==> src/sv/mex_pkg.sv <==
// Shared types, codes and defaults for the mutual exclusion node.
`timescale 1ns / 1ps
`default_nettype none

package mex_pkg;

   // Default sizes of the node
   localparam int MAX_NODES_DEF  = 16;
   localparam int STAMP_BITS_DEF = 16;

   // Fixed field widths
   localparam int CMD_W    = 3;
   localparam int ID_W     = 4;
   localparam int STAMP_W  = 16;
   localparam int COUNT_W  = 5;
   localparam int ERR_W    = 2;
   localparam int CSR_IDX_W = 1;
   localparam int CSR_DATA_W = 5;

   // Saturation value of the reply and done counters
   localparam logic [COUNT_W-1:0] CNT_MAX = 5'd31;

   // Register indexes
   localparam logic [CSR_IDX_W-1:0] REG_OWN_ID     = 1'b0;
   localparam logic [CSR_IDX_W-1:0] REG_NODE_COUNT = 1'b1;

   // Reset values of the registers
   localparam logic [ID_W-1:0]    OWN_ID_RST     = 4'd1;
   localparam logic [COUNT_W-1:0] NODE_COUNT_RST = 5'd2;

   // Error codes
   localparam logic [ERR_W-1:0] ERR_NONE    = 2'd0;
   localparam logic [ERR_W-1:0] ERR_RELEASE = 2'd1;
   localparam logic [ERR_W-1:0] ERR_UNKNOWN = 2'd2;

   // Message kinds
   typedef enum logic [CMD_W-1:0] {
      CMD_ENTER   = 3'd0,
      CMD_RELEASE = 3'd1,
      CMD_REQUEST = 3'd2,
      CMD_REPLY   = 3'd3,
      CMD_DONE    = 3'd4,
      CMD_OTHER   = 3'd5
   } cmd_type;

   // Controller states
   typedef enum logic [1:0] {
      ST_IDLE,
      ST_EXEC,
      ST_DRAIN
   } state_type;

   // Controller to datapath
   typedef struct packed {
      logic ld_in;      // latch the accepted input
      logic exec;       // run a single-result message, load the output
      logic rel_start;  // take deferred peers into the drain mask
      logic emit;       // send a reply to the current drain index
      logic skip;       // step past a clear drain index
   } ctrl_type;

   // Datapath to controller
   typedef struct packed {
      logic rel_pend;   // release with deferred peers in range
      logic bit_set;    // drain mask bit at current index is set
      logic emit_last;  // current bit is the last one left
   } stat_type;

endpackage

`default_nettype wire

==> src/sv/mex_datapath.sv <==
// Datapath: node state, registers, input latch, drain scan and output register.
`timescale 1ns / 1ps
`default_nettype none

module mex_datapath #(
   parameter int MAX_NODES  = mex_pkg::MAX_NODES_DEF,
   parameter int STAMP_BITS = mex_pkg::STAMP_BITS_DEF
) (
   input  wire logic                              clock,
   input  wire logic                              reset,
   input  wire logic                              csr_wr_en,
   input  wire logic [mex_pkg::CSR_IDX_W-1:0]     csr_index,
   input  wire logic [mex_pkg::CSR_DATA_W-1:0]    csr_wdata,
   input  wire logic [mex_pkg::CMD_W-1:0]         req_cmd,
   input  wire logic [mex_pkg::ID_W-1:0]          req_sender,
   input  wire logic [mex_pkg::STAMP_W-1:0]       req_stamp,
   input  wire mex_pkg::ctrl_type                 ctrl,
   output mex_pkg::stat_type                      stat,
   output logic                                   rsp_send_reply,
   output logic [mex_pkg::ID_W-1:0]               rsp_reply_to,
   output logic                                   rsp_broadcast_request,
   output logic                                   rsp_granted,
   output logic [mex_pkg::ERR_W-1:0]              rsp_error_code,
   output logic [mex_pkg::COUNT_W-1:0]            rsp_done_total,
   output logic                                   rsp_last
);

   localparam int SW = (STAMP_BITS < mex_pkg::STAMP_W) ? STAMP_BITS : mex_pkg::STAMP_W;
   localparam int IW = $clog2(MAX_NODES);
   localparam int CW = mex_pkg::COUNT_W;

   // Configuration registers
   logic [mex_pkg::ID_W-1:0] own_id_ff;
   logic [CW-1:0]            node_count_ff;

   // Node state
   logic                 requesting_ff, requesting_in;
   logic [SW-1:0]        own_stamp_ff, own_stamp_in;
   logic [CW-1:0]        reply_count_ff, reply_count_in;
   logic [MAX_NODES-1:0] deferred_ff, deferred_in;
   logic [CW-1:0]        done_count_ff, done_count_in;

   // Latched input
   logic [mex_pkg::CMD_W-1:0] in_cmd_ff;
   logic [mex_pkg::ID_W-1:0]  in_sender_ff;
   logic [SW-1:0]             in_stamp_ff;

   // Drain scan
   logic [MAX_NODES-1:0] pend_ff, pend_in;
   logic [IW-1:0]        idx_ff, idx_in;

   // Output register
   logic                       out_send_ff, out_send_in;
   logic [mex_pkg::ID_W-1:0]   out_to_ff, out_to_in;
   logic                       out_bc_ff, out_bc_in;
   logic                       out_grant_ff, out_grant_in;
   logic [mex_pkg::ERR_W-1:0]  out_err_ff, out_err_in;
   logic [CW-1:0]              out_done_ff, out_done_in;
   logic                       out_last_ff, out_last_in;

   // Helpers
   logic [MAX_NODES-1:0] range_mask;
   logic [MAX_NODES-1:0] sender_bit;
   logic [MAX_NODES-1:0] idx_onehot;
   logic [MAX_NODES-1:0] pend_calc;
   logic [CW-1:0]        need;
   logic [CW-1:0]        reply_sat;
   logic [CW-1:0]        done_sat;
   logic                 grant_now;
   logic                 answer;

   // Configuration writes
   always_ff @(posedge clock) begin
      if (reset) begin
         own_id_ff     <= mex_pkg::OWN_ID_RST;
         node_count_ff <= mex_pkg::NODE_COUNT_RST;
      end else if (csr_wr_en) begin
         unique case (csr_index)
            mex_pkg::REG_OWN_ID:     own_id_ff     <= csr_wdata[mex_pkg::ID_W-1:0];
            mex_pkg::REG_NODE_COUNT: node_count_ff <= csr_wdata;
            default: ;
         endcase
      end
   end

   // Peers in range, sender select and drain index select
   always_comb begin
      for (int i = 0; i < MAX_NODES; i++) begin
         range_mask[i] = (i != 0) && (32'(i) < 32'(node_count_ff));
         sender_bit[i] = (32'(i) == 32'(in_sender_ff));
         idx_onehot[i] = (32'(i) == 32'(idx_ff));
      end
   end

   assign pend_calc = deferred_ff & range_mask;
   assign need      = (node_count_ff >= 5'd2) ? (node_count_ff - 5'd2) : '0;
   assign reply_sat = (reply_count_ff == mex_pkg::CNT_MAX) ? reply_count_ff
                                                          : reply_count_ff + 5'd1;
   assign done_sat  = (done_count_ff == mex_pkg::CNT_MAX) ? done_count_ff
                                                         : done_count_ff + 5'd1;
   assign grant_now = requesting_ff && (reply_count_ff >= need);
   assign answer    = !requesting_ff || (in_stamp_ff < own_stamp_ff) ||
                      ((in_sender_ff < own_id_ff) && (in_stamp_ff == own_stamp_ff));

   // Status toward the controller
   assign stat.rel_pend  = (mex_pkg::cmd_type'(in_cmd_ff) == mex_pkg::CMD_RELEASE) &&
                           requesting_ff && (pend_calc != '0);
   assign stat.bit_set   = |(pend_ff & idx_onehot);
   assign stat.emit_last = ((pend_ff & ~idx_onehot) == '0);

   // Next state and output values
   always_comb begin
      requesting_in  = requesting_ff;
      own_stamp_in   = own_stamp_ff;
      reply_count_in = reply_count_ff;
      deferred_in    = deferred_ff;
      done_count_in  = done_count_ff;
      pend_in        = pend_ff;
      idx_in         = idx_ff;
      out_send_in    = out_send_ff;
      out_to_in      = out_to_ff;
      out_bc_in      = out_bc_ff;
      out_grant_in   = out_grant_ff;
      out_err_in     = out_err_ff;
      out_done_in    = out_done_ff;
      out_last_in    = out_last_ff;

      if (ctrl.exec) begin
         out_send_in  = 1'b0;
         out_to_in    = '0;
         out_bc_in    = 1'b0;
         out_grant_in = grant_now;
         out_err_in   = mex_pkg::ERR_NONE;
         out_done_in  = done_count_ff;
         out_last_in  = 1'b1;
         unique case (mex_pkg::cmd_type'(in_cmd_ff))
            mex_pkg::CMD_ENTER: begin
               own_stamp_in   = in_stamp_ff;
               requesting_in  = 1'b1;
               reply_count_in = '0;
               out_bc_in      = 1'b1;
               out_grant_in   = (need == '0);
            end
            mex_pkg::CMD_RELEASE: begin
               // no deferred peers in range here: either idle or nothing to drain
               requesting_in = 1'b0;
               out_grant_in  = 1'b0;
               if (!requesting_ff) begin
                  out_err_in = mex_pkg::ERR_RELEASE;
               end
            end
            mex_pkg::CMD_REQUEST: begin
               if (answer) begin
                  out_send_in = 1'b1;
                  out_to_in   = in_sender_ff;
               end else begin
                  deferred_in = deferred_ff | sender_bit;
               end
            end
            mex_pkg::CMD_REPLY: begin
               reply_count_in = reply_sat;
               out_grant_in   = requesting_ff && (reply_sat >= need);
            end
            mex_pkg::CMD_DONE: begin
               done_count_in = done_sat;
               out_done_in   = done_sat;
            end
            default: begin
               out_err_in = mex_pkg::ERR_UNKNOWN;
            end
         endcase
      end

      // Take deferred peers out of the mask and start the scan at peer 1
      if (ctrl.rel_start) begin
         requesting_in = 1'b0;
         deferred_in   = deferred_ff & ~pend_calc;
         pend_in       = pend_calc;
         idx_in        = IW'(1);
      end

      // Send one reply and clear its bit
      if (ctrl.emit) begin
         out_send_in  = 1'b1;
         out_to_in    = mex_pkg::ID_W'(idx_ff);
         out_bc_in    = 1'b0;
         out_grant_in = 1'b0;
         out_err_in   = mex_pkg::ERR_NONE;
         out_done_in  = done_count_ff;
         out_last_in  = stat.emit_last;
         pend_in      = pend_ff & ~idx_onehot;
         idx_in       = idx_ff + IW'(1);
      end

      if (ctrl.skip) begin
         idx_in = idx_ff + IW'(1);
      end
   end

   // State registers
   always_ff @(posedge clock) begin
      if (reset) begin
         requesting_ff  <= 1'b0;
         own_stamp_ff   <= '0;
         reply_count_ff <= '0;
         deferred_ff    <= '0;
         done_count_ff  <= '0;
      end else begin
         requesting_ff  <= requesting_in;
         own_stamp_ff   <= own_stamp_in;
         reply_count_ff <= reply_count_in;
         deferred_ff    <= deferred_in;
         done_count_ff  <= done_count_in;
      end
   end

   // Input latch, scan and output payload
   always_ff @(posedge clock) begin
      if (ctrl.ld_in) begin
         in_cmd_ff    <= req_cmd;
         in_sender_ff <= req_sender;
         in_stamp_ff  <= req_stamp[SW-1:0];
      end
      pend_ff      <= pend_in;
      idx_ff       <= idx_in;
      out_send_ff  <= out_send_in;
      out_to_ff    <= out_to_in;
      out_bc_ff    <= out_bc_in;
      out_grant_ff <= out_grant_in;
      out_err_ff   <= out_err_in;
      out_done_ff  <= out_done_in;
      out_last_ff  <= out_last_in;
   end

   assign rsp_send_reply        = out_send_ff;
   assign rsp_reply_to          = out_to_ff;
   assign rsp_broadcast_request = out_bc_ff;
   assign rsp_granted           = out_grant_ff;
   assign rsp_error_code        = out_err_ff;
   assign rsp_done_total        = out_done_ff;
   assign rsp_last              = out_last_ff;

endmodule

`default_nettype wire

==> src/sv/mex_controller.sv <==
// Controller: sequences accept, execute and release drain; owns the result valid.
`timescale 1ns / 1ps
`default_nettype none

module mex_controller (
   input  wire logic              clock,
   input  wire logic              reset,
   input  wire logic              req_valid,
   output logic                   req_stall,
   output logic                   rsp_valid,
   input  wire logic              rsp_stall,
   input  wire mex_pkg::stat_type stat,
   output mex_pkg::ctrl_type      ctrl
);

   mex_pkg::state_type state_ff, state_in;
   logic               rsp_valid_ff, rsp_valid_in;
   logic               out_free;

   // Output slot is free when empty or being taken this cycle
   assign out_free = !rsp_valid_ff || !rsp_stall;

   // State register
   always_ff @(posedge clock) begin
      if (reset) begin
         state_ff     <= mex_pkg::ST_IDLE;
         rsp_valid_ff <= 1'b0;
      end else begin
         state_ff     <= state_in;
         rsp_valid_ff <= rsp_valid_in;
      end
   end

   // Next state and commands
   always_comb begin
      state_in     = state_ff;
      rsp_valid_in = rsp_valid_ff && rsp_stall;
      ctrl         = '0;
      req_stall    = 1'b1;

      unique case (state_ff)
         mex_pkg::ST_IDLE: begin
            req_stall = 1'b0;
            if (req_valid) begin
               ctrl.ld_in = 1'b1;
               state_in   = mex_pkg::ST_EXEC;
            end
         end
         mex_pkg::ST_EXEC: begin
            if (stat.rel_pend) begin
               ctrl.rel_start = 1'b1;
               state_in       = mex_pkg::ST_DRAIN;
            end else if (out_free) begin
               ctrl.exec    = 1'b1;
               rsp_valid_in = 1'b1;
               state_in     = mex_pkg::ST_IDLE;
            end
         end
         mex_pkg::ST_DRAIN: begin
            if (!stat.bit_set) begin
               ctrl.skip = 1'b1;
            end else if (out_free) begin
               ctrl.emit    = 1'b1;
               rsp_valid_in = 1'b1;
               if (stat.emit_last) begin
                  state_in = mex_pkg::ST_IDLE;
               end
            end
         end
         default: begin
            state_in = mex_pkg::ST_IDLE;
         end
      endcase
   end

   assign rsp_valid = rsp_valid_ff;

endmodule

`default_nettype wire

==> src/sv/mutual_exclusion_node_unit.sv <==
// Top level of one Ricart-Agrawala mutual exclusion node.
//
//   channel  direction  handshake           payload
//   req      in         req_valid/req_stall cmd, sender, stamp
//   rsp      out        rsp_valid/rsp_stall send_reply .. last
//   csr      in         csr_wr_en           csr_index, csr_wdata
//
// Each message is accepted in the idle state, then executed into the output register.
// A release with deferred peers then scans peer indexes from 1 up to the highest deferred peer
// (at most MAX_NODES-1) one bit per cycle, waiting on a set bit while the result is stalled.
// A stalled result only holds the execute or drain step; the next message is accepted meanwhile.
// Reset is synchronous and clears node state, registers and control at once; no clearing pass.
`timescale 1ns / 1ps
`default_nettype none

module mutual_exclusion_node_unit #(
   parameter int MAX_NODES  = mex_pkg::MAX_NODES_DEF,
   parameter int STAMP_BITS = mex_pkg::STAMP_BITS_DEF
) (
   input  wire logic                           clock,
   input  wire logic                           reset,
   input  wire logic                           csr_wr_en,
   input  wire logic [mex_pkg::CSR_IDX_W-1:0]  csr_index,
   input  wire logic [mex_pkg::CSR_DATA_W-1:0] csr_wdata,
   input  wire logic                           req_valid,
   output logic                                req_stall,
   input  wire logic [mex_pkg::CMD_W-1:0]      req_cmd,
   input  wire logic [mex_pkg::ID_W-1:0]       req_sender,
   input  wire logic [mex_pkg::STAMP_W-1:0]    req_stamp,
   output logic                                rsp_valid,
   input  wire logic                           rsp_stall,
   output logic                                rsp_send_reply,
   output logic [mex_pkg::ID_W-1:0]            rsp_reply_to,
   output logic                                rsp_broadcast_request,
   output logic                                rsp_granted,
   output logic [mex_pkg::ERR_W-1:0]           rsp_error_code,
   output logic [mex_pkg::COUNT_W-1:0]         rsp_done_total,
   output logic                                rsp_last
);

   mex_pkg::ctrl_type ctrl;
   mex_pkg::stat_type stat;

   mex_controller u_ctrl (
      .clock     (clock),
      .reset     (reset),
      .req_valid (req_valid),
      .req_stall (req_stall),
      .rsp_valid (rsp_valid),
      .rsp_stall (rsp_stall),
      .stat      (stat),
      .ctrl      (ctrl)
   );

   mex_datapath #(
      .MAX_NODES  (MAX_NODES),
      .STAMP_BITS (STAMP_BITS)
   ) u_dp (
      .clock                 (clock),
      .reset                 (reset),
      .csr_wr_en             (csr_wr_en),
      .csr_index             (csr_index),
      .csr_wdata             (csr_wdata),
      .req_cmd               (req_cmd),
      .req_sender            (req_sender),
      .req_stamp             (req_stamp),
      .ctrl                  (ctrl),
      .stat                  (stat),
      .rsp_send_reply        (rsp_send_reply),
      .rsp_reply_to          (rsp_reply_to),
      .rsp_broadcast_request (rsp_broadcast_request),
      .rsp_granted           (rsp_granted),
      .rsp_error_code        (rsp_error_code),
      .rsp_done_total        (rsp_done_total),
      .rsp_last              (rsp_last)
   );

endmodule

`default_nettype wire

==> config.mk <==
export PLATFORM = sky130hd
export DESIGN_NAME = mutual_exclusion_node_unit
export DESIGN_NICKNAME = d
export VERILOG_FILES = /design/src/sv/mex_pkg.sv /design/src/sv/mex_datapath.sv /design/src/sv/mex_controller.sv /design/src/sv/mutual_exclusion_node_unit.sv
export SDC_FILE = /design/constraint.sdc
export NUM_CORES = 1
export LEC_CHECK = 0
export BUFFER_PORTS_ARGS = -buffer_cell sky130_fd_sc_hd__clkbuf_2
export CAP_MARGIN = 5
export CORE_ASPECT_RATIO = 0.5
export CORE_MARGIN = 5
export CORE_UTILIZATION = 55
export DETAILED_ROUTE_END_ITERATION = 6
export HOLD_SLACK_MARGIN = 0.02
export MAX_ROUTING_LAYER = met4
export PLACE_DENSITY = 0.82
export SYNTH_ARGS = -nofsm -noshare
export SYNTH_HDL_FRONTEND = slang
export SYNTH_SLANG_ARGS = --single-unit
==> constraint.sdc <==
create_clock -name clock -period 4.2 [get_ports clock]
set_clock_uncertainty 0.05 [all_clocks]
set_input_delay 0.42 -clock clock [delete_from_list [all_inputs] [get_ports clock]]
set_output_delay 0.42 -clock clock [all_outputs]
set_load 0.05 [all_outputs]
Word level (Yosys, flattened, before mapping)
Cells that the tools add are included. W data, S select, Z words.

Input bits: 34. Register bits after elaboration: 113. Output and inout bits: 17.

$add $sub $neg: 4. Muxes and demuxes: 50. Reduce and logical (&&, ||, !) cells: 36. Bitwise logic cells: 8. Magnitude comparators: 20. Equal/unequal tests: 45.

Operators by type and width (count): $mux W16 (6); $and A16 B16 Y16 (4); $eq A4 B4 Y1 const A (16); $lt A4 B5 Y1 const A (8); $eq A3 B4 Y1 const A (8); $not A16 Y16 (2); $mux W5 (6); $mux W4 (7); $lt A3 B5 Y1 const A (4); $mux W1 (17); $eq A16 B16 Y1 (1); $eq A2 B4 Y1 const A (4); $logic_not A16 Y1 (1); $lt A16 B16 Y1 (1); $mux W2 (8); $or A16 B16 Y16 (1); $reduce_bool A16 Y1 (1); $reduce_or A16 Y1 (1); $reduce_bool A2 Y1 (6); $add A5 B1 Y5 const B (2); $eq A5 B5 Y1 const B (2); $ge A5 B5 Y1 (2); $lt A2 B5 Y1 const A (2); $pmux W5 S2 (1); other kinds (32) (52).

Longest topological paths before layout
Gate-level depths: netlist of run 1.

Word-level depth: 9. Mapped depth: 12. Mapped depth without buffers: 12.

Modules after synthesis
A second synthesis of run 1 with hierarchy kept.

Cell total of the unflattened synthesis: 699. Area, all modules: 6321.1 µm².

Modules (own cells, without submodules): mex_datapath (area an instance 6020.8 µm², seq. area each 2712.6 µm², cells an instance 662, instances 1); mex_controller (area an instance 300.3 µm², seq. area each 60.1 µm², cells an instance 37, instances 1).

Worst setup path before layout of run 1
OpenSTA, ideal clock, no wires.

Path type: register to register. From: register u_dp.idx_ff[0]. To: register u_dp.pend_ff[0] (enable). Cell stages (with the launch flop): 12. Slack: 0.990 ns. Path buffers: 3. Library setup time: 0.364 ns. Data arrival time: 2.796 ns. Cells stage by stage: edfxtp_1 inv_1 ha_1 buf_4 a222oi_1 nor3_1 nor4_1 nand2b_1 nand2b_1 clkbuf_1 clkbuf_1 nand2_1.

Longest elaborated chain between the ends: 6. Elaborated cells on any way between the ends: 21. Classes of those cells: eq/ne (15); mux (2); bitwise (1); reduce/logical (3).

RTL lines: start: declaration (line mex_datapath.sv:50) `logic [IW-1:0] idx_ff, idx_in;`; start signal: assignment (line mex_datapath.sv:225) `idx_ff <= idx_in;`; $eq A1 B4 Y1 (tied with other cells) (line mex_datapath.sv:91) `idx_onehot[i] = (32'(i) == 32'(idx_ff));`; $and A16 B16 Y16 (*) (line mex_datapath.sv:108) `assign stat.bit_set = |(pend_ff & idx_onehot);`; $reduce_or A16 Y1 (*) (line mex_datapath.sv:108); $mux W1 (*) (line mex_controller.sv:60) `if (!stat.bit_set) begin`; $mux W2 (*) (line mex_controller.sv:41) `unique case (state_ff)`; $reduce_bool A2 Y1 (no line) (*); end signal: assignment (line mex_datapath.sv:224) `pend_ff <= pend_in;`; end: declaration (line mex_datapath.sv:49) `logic [MAX_NODES-1:0] pend_ff, pend_in;`.

Mark *: on every way between the ends. The rest lies on a longest branch, timed or not. A chain may end at the register's enable or synchronous reset.

Worst setup path after layout of run 1
From: register u_dp.idx_ff[0]. To: register u_dp.out_done_ff[1] (netlist: u_dp.rsp_done_total[1]), data pin.

Longest elaborated chain between the ends: 6. Elaborated cells on any way between the ends: 21. Classes of those cells: eq/ne (15); mux (3); bitwise (1); reduce/logical (2).

RTL lines: $eq A1 B4 Y1 (tied with other cells) (line mex_datapath.sv:91); $and A16 B16 Y16 (*) (line mex_datapath.sv:108); $reduce_or A16 Y1 (*) (line mex_datapath.sv:108); $mux W1 (*) (line mex_controller.sv:60); $mux W2 (*) (line mex_controller.sv:41); $mux W5 (*) (line mex_datapath.sv:183) `if (ctrl.emit) begin`; named net u_dp.out_done_in[1] (line mex_datapath.sv:58) `logic [CW-1:0] out_done_ff, out_done_in;`; end signal: assignment (line mex_datapath.sv:231) `out_done_ff <= out_done_in;`; end: declaration (line mex_datapath.sv:58).

Mark *: on every way through the listed nets, which the timed path passes. The rest lies on a longest branch.

==> flow_summary.yaml, run 1 <==
status:
  status: "complete, no violations"
yosys:
  synth.area.top_cells: "edfxtp_1 (26%), dfxtp_1 (19%), ha_1 (8.9%)"
  synth.avg_cell_area_um2: 9.04
  synth.yosys.seq_area_share_pct: 44.6
  yosys_warnings: 0
  synth_cell_type_count: 69
  synth_nets: 766
  synth_area_leader_cell: "edfxtp_1"
  synth.most_common_cell: "nand2_1"
  yosys.area.top_type_share_pct: 25.6
  synth_edf_count: 53
  synth_commonest_cells: "nand2_1 (100), a21oi_1 (68), dfxtp_1 (59)"
  synth-seq-cells: 112
  synth_ff_type: "dfxtp_1"
  netlist_area_mm2: 0.00622
  syn_inst: 688
  synth_async_sr_flop_share_pct: 0
routing:
  routed.top_layer: "met4"
  routed_wl_um: 14900
  drc: 0
  first_iter_violations: 450
  met2_length_um: 6890
  num_vias: 5254
  vias_per_cell: 5.98
  drtPass1Iterations: 5
  wl_met3_um: 1150
  wire_per_inst_um: 17.0
  postRouteAntennaNets: 0
  met1_length_um: 6650
clocking:
  cts_buffers: 9
  post_cts_resized: 0
  clock-root-buffer: "clkbuf_16"
  post-cts-setup-buffers: 0
  tritoncts: "built"
  clk_path_buf_depth: 2
  clock_sinks: 112
  clk_pin_slew_ns: 0.07
  holdBufCountCts: 0
  clock_latency_ns: 0.34
  cts_max_level: 3
global_routing:
  grt_max_degree: 46
  grt_use_total_pct: 23.0
  grt_pass1_vias: 5002
  antenna_found_initial: 0
  grt-ovfl-total: 0
  grt_pass1_wl_um: 24900
pwr:
  power_density_mw_per_mm2: 342
  p_int_mw: 1.72
  seq_power_share_pct: 52.3
  swShare_pct: 26.7
  peakVddDrop_v: 0.000264
  comb_power_share_pct: 12.2
  power.share.clock_pct: 35.5
  p_leak_nw: 2.58
  power_mw: 2.35
  power_switching_mw: 0.628
final_layout:
  diodes: 0
  layout-drive-gt1-share_pct: 11.3
  area_delta_synth_final_pct: 10.4
  nets: 806
timing:
  drv_slew: 0
  fin_tns_setup_ns: 0
  fin_crit_sh_pct: 79.0
  final_hold_viol_count: 0
  setup_viol: 0
  rsz0062_at_grt: "false"
  relSlewSlack_pct: 51.2
  fmax_mhz: 302
  worst_pin_slew_ns: 0.731
  fin_crit_ns: 3.32
  fin_hold_ws_ns: 0.196
worst_setup_path:
  critPathMaxFanout: 18
  worstSetupPathType: "flop to flop"
  crit_path_end_kind: "flop"
  critPathMaxStageDelay_ns: 0.63
  worst_setup_path_start_kind: "flop"
  crit_arrival_ns: 3.36
  crit_family: "simple AND/OR/NAND/NOR gates"
  worst-path-buf-inv: 2
  worstPathRequired_ns: 4.24
  path_cells: "inv_1 -> ha_1 -> a222oi_1 -> nor3_1 -> nor4_1 -> nand2b_1 -> nand2b_1 -> buf_4 -> nand2_1 -> mux2_1"
  slowest_stage: "nor4_1"
  cp_common_cell: "nand2b_1"
placement:
  place.gp.congestion: 0.996
  dp_hpwl_um: 10900
  io_buffer_count: 50
floorplanning:
  io_pins: 51
  chipHeight_um: 85.2
  initial_core_util_pct: 56.5
  die_w_um: 160
  coreArea_mm2: 0.0110
  num_rows: 27
  dieArea_mm2: 0.0137
min_path:
  hold_path.class: "primary input to flop"
flow_run:
  maxCapViolCount: 0
## worst paths after layout
| kind | slack, ns | cells after the start | start | endpoint |
|---|---|---|---|---|
| max | 0.88 | 10 | u_dp.idx_ff[0] | u_dp.rsp_done_total[1] |
| min | 0.20 | 1 | req_cmd[1] | u_dp.in_cmd_ff[1] |
| max reg2reg | 0.88 | 10 | u_dp.idx_ff[0] | u_dp.rsp_done_total[1] |
| min reg2reg | 0.41 | 2 | u_dp.own_stamp_ff[13] | u_dp.own_stamp_ff[13] |
## per-layer routing
metal	track usage (%)	vias up
li1	-	2566
met1	30.6	2463
met4	5.62	0
met2	36.0	202
met5	-	-
met3	5.19	23
## cell families after synthesis
| kind of cell | share of synthesized area [%] |
|---|---|
| mux | 1.49 |
| simple gates | 20.4 |
| xor+xnor | 1.13 |
| flops | 44.6 |
| compound gates | 18.7 |
| fa+ha+maj | 8.85 |
| buf+inv | 4.81 |
## state kept, by name, summed over array words and instances, names as in the netlist
name	count
u_ctrl.rsp_valid	1
u_ctrl.state_ff	2
u_dp.deferred_ff	15
u_dp.done_count_ff	5
u_dp.idx_ff	4
u_dp.in_cmd_ff	3
u_dp.in_sender_ff	4
u_dp.in_stamp_ff	16
u_dp.node_count_ff	5
u_dp.own_id_ff	4
u_dp.own_stamp_ff	16
u_dp.pend_ff	16
u_dp.reply_count_ff	5
u_dp.requesting_ff	1
u_dp.rsp_broadcast_request	1
u_dp.rsp_done_total	5
u_dp.rsp_error_code	2
u_dp.rsp_granted	1
u_dp.rsp_last	1
u_dp.rsp_reply_to	4
u_dp.rsp_send_reply	1
## power by group through the flow
stage | combinational, mW | clock [mW] | sequential [mW]
finish | 0.287 | 0.834 | 1.23
global route | 0.316 | 0.897 | 1.23
CTS | 0.287 | 0.844 | 1.23
detailed placement | 0.286 | 0 | 1.25
global placement | 0.280 | 0 | 1.25
floorplan | 0.157 | 0 | 1.29
## per-stage QoR
step / setup WS, ns / std cells / utilization, % / area [um^2]
3_3_place_gp: 1.02 / 862 / 59.7 / 6570
4_1_cts: 0.913 / 878 / 62.3 / 6870
6_report: 0.884 / 878 / 62.3 / 6870
5_1_grt: 0.605 / 878 / 62.3 / 6870
2_1_floorplan: 0.990 / 688 / - / 6220
3_5_place_dp: 0.952 / 862 / 59.7 / 6570
## placed cells by master, fill, tap and decap left out, drive strengths merged, types with 5 or more instances in the layout
cell	n
a21o	5
a21oi	68
a22oi	6
a32o	6
and2	6
and3	7
buf	8
clkbuf	61
dfxtp	59
edfxtp	53
ha	44
inv	45
mux2i	7
nand2	100
nand2b	18
nand3	32
nand3b	6
nand4	7
nor2	36
nor2b	14
nor3	7
nor4	7
o211ai	11
o21ai	42
o221ai	5
o22ai	6
o31ai	9
or2	5
xnor2	5
## final cells by class
type	count	area, um^2
clock inverter	5	37.5
multi-input combinational	504	3150
sequential	112	2770
inverter	43	161
tap	145	181
timing repair buffer	58	310
clock buffer	11	254
fill	918	4150
Note: power is estimated with default switching activity, not from simulation.
==> run 2, diff against run 1 <==
CORE_UTILIZATION = 54   (was 55)
PLACE_DENSITY = 0.84   (was 0.82)
clock period = 3 ns   (was 4.2 ns; I/O delays follow)
==> flow_summary.yaml, run 2 (synthesized netlist as in run 1, its figures left out) <==
status:
  status: "finished, violations left"
  violations: "negative setup slack"
timing:
  final_hold_viol_count: 0
  worst_pin_slew_ns: 0.637
  setup_viol: 1
  fin_crit_ns: 3.02
  fmax_mhz: 331
  fin_crit_sh_pct: 101
  drv_slew: 0
  relSlewSlack_pct: 57.4
  rsz0062_at_grt: "true"
  fin_tns_setup_ns: -0.0212
  setup_ws_ns: -0.0212
routing:
  wire_per_inst_um: 16.6
  num_vias: 5387
  met1_length_um: 6630
  drtPass1Iterations: 5
  routed.top_layer: "met4"
  met2_length_um: 7110
  first_iter_violations: 456
  routed_wl_um: 15100
  postRouteAntennaNets: 0
  wl_met3_um: 1000
  drc: 0
  vias_per_cell: 5.93
clocking:
  clock-root-buffer: "clkbuf_16"
  cts_max_level: 3
  holdBufCountCts: 0
  clock_latency_ns: 0.35
  clk_path_buf_depth: 2
  cts_buffers: 9
  tritoncts: "built"
  clock_sinks: 112
  clk_pin_slew_ns: 0.07
global_routing:
  grt_pass1_wl_um: 24900
  grt_max_degree: 31
  antenna_found_initial: 0
  grt_use_total_pct: 22.8
  grt-ovfl-total: 0
  grt_pass1_vias: 5121
final_layout:
  layout_common_cells: "nand2_1 (99), a21oi_1 (67), dfxtp_1 (59), edfxtp_1 (53), clkbuf_2 (50)"
  fillers: 892
  instances_no_fill: 908
  nets: 836
  diodes: 0
  layout-drive-gt1-share_pct: 15.7
  layout.cells.most_common: "nand2_1"
  area_delta_synth_final_pct: 15.0
  reg_top3: "u_dp.in_stamp_ff x16, u_dp.own_stamp_ff x16, u_dp.pend_ff x16"
pwr:
  swShare_pct: 27.8
  comb_power_share_pct: 13.4
  power.share.clock_pct: 35.0
  seq_power_share_pct: 51.6
  power_switching_mw: 0.921
  p_int_mw: 2.39
  power_density_mw_per_mm2: 463
  peakVddDrop_v: 0.000297
  power_mw: 3.31
  p_leak_nw: 2.73
placement:
  dp_hpwl_um: 11100
  place.gp.congestion: 0.976
  io_buffer_count: 50
  dp_cells: 891
floorplanning:
  dieArea_mm2: 0.0139
  coreArea_mm2: 0.0111
  num_rows: 27
  initial_core_util_pct: 55.9
  chipHeight_um: 85.9
  io_pins: 51
  die_w_um: 162
worst_setup_path:
  critPathMaxStageDelay_ns: 0.53
  crit_path_end_kind: "flop"
  worstPathRequired_ns: 3.24
  path_cells: "inv_1 -> ha_1 -> or4b_1 -> o211ai_1 -> o21ai_1 -> or4_4 -> o32a_4 -> or4_1 -> a21oi_2"
  worstSetupPathType: "flop to flop"
  slowest_stage: "or4_1"
  critPathMaxFanout: 4
  worst-path-buf-inv: 1
  crit_arrival_ns: 3.26
  crit_family: "simple AND/OR/NAND/NOR gates"
  critPathLaunch: "u_dp.idx_ff[0]"
  rr_startpoint: "u_dp.idx_ff[0]"
  worst_setup_path_start_kind: "flop"
min_path:
  hold_path.class: "primary input to flop"
  holdCritStartpoint: "req_stamp[2]"
flow_run:
  maxCapViolCount: 0
-- run 2: power groups by stage --
stage	logic, mW	clock network, mW	registers [mW]
CTS	0.439	1.17	1.71
global route	0.486	1.25	1.72
global placement	0.424	0	1.74
finish	0.444	1.16	1.71
detailed placement	0.433	0	1.74
floorplan	0.220	0	1.80
-- run 2: worst paths after layout --
check / endpoint / depth (start not counted) / slack [ns]
max: u_ctrl.state_ff[0] / 9 / -0.02
min: u_dp.in_stamp_ff[2] / 1 / 0.07
max reg2reg: u_ctrl.state_ff[0] / 9 / -0.02
min reg2reg: u_dp.own_stamp_ff[5] / 2 / 0.41
-- run 2: final cells by class --
type	instances	area (um^2)	area share, %
repair buffers	88	561	7.84
multi-input cells	504	3190	44.7
inverters	43	161	2.26
flip-flops and latches	112	2770	38.8
well taps	145	181	2.54
clock inverters	6	48.8	0.683
clock buffers	10	229	3.20
-- run 2: metrics by stage --
step / utilization (%) / area (um^2) / hold slack (ns) / setup WS (ns)
global route: 64.3 / 7150 / 0.0477 / -0.0731
detailed placement: 61.4 / 6830 / 0.396 / 0.0214
floorplan: - / 6230 / 0.349 / 0.0160
CTS: 64.0 / 7110 / 0.0587 / 0.0350
global placement: 61.4 / 6830 / 0.391 / 0.0904
finish: 64.3 / 7150 / 0.0653 / -0.0212
-- run 2: timing repair --
action	CTS	global route
gates resized for setup	0	9
setup endpoints to repair	1	27
setup buffers	1	0
gates cloned	0	0
-- run 2: per-layer routing --
layer	vias to the layer above	track usage, %
met1	2536	28.5
met2	189	36.8
met5	-	-
li1	2631	-
met4	0	7.67
met3	31	5.76
-- run 2: worst reg2reg max path, cell delays in order, from the launching register on --
cell	delay, ns
edfxtp_1	0.40
inv_1	0.15
ha_1	0.21
or4b_1	0.45
o211ai_1	0.10
o21ai_1	0.09
or4_4	0.51
o32a_4	0.33
or4_1	0.53
a21oi_2	0.13
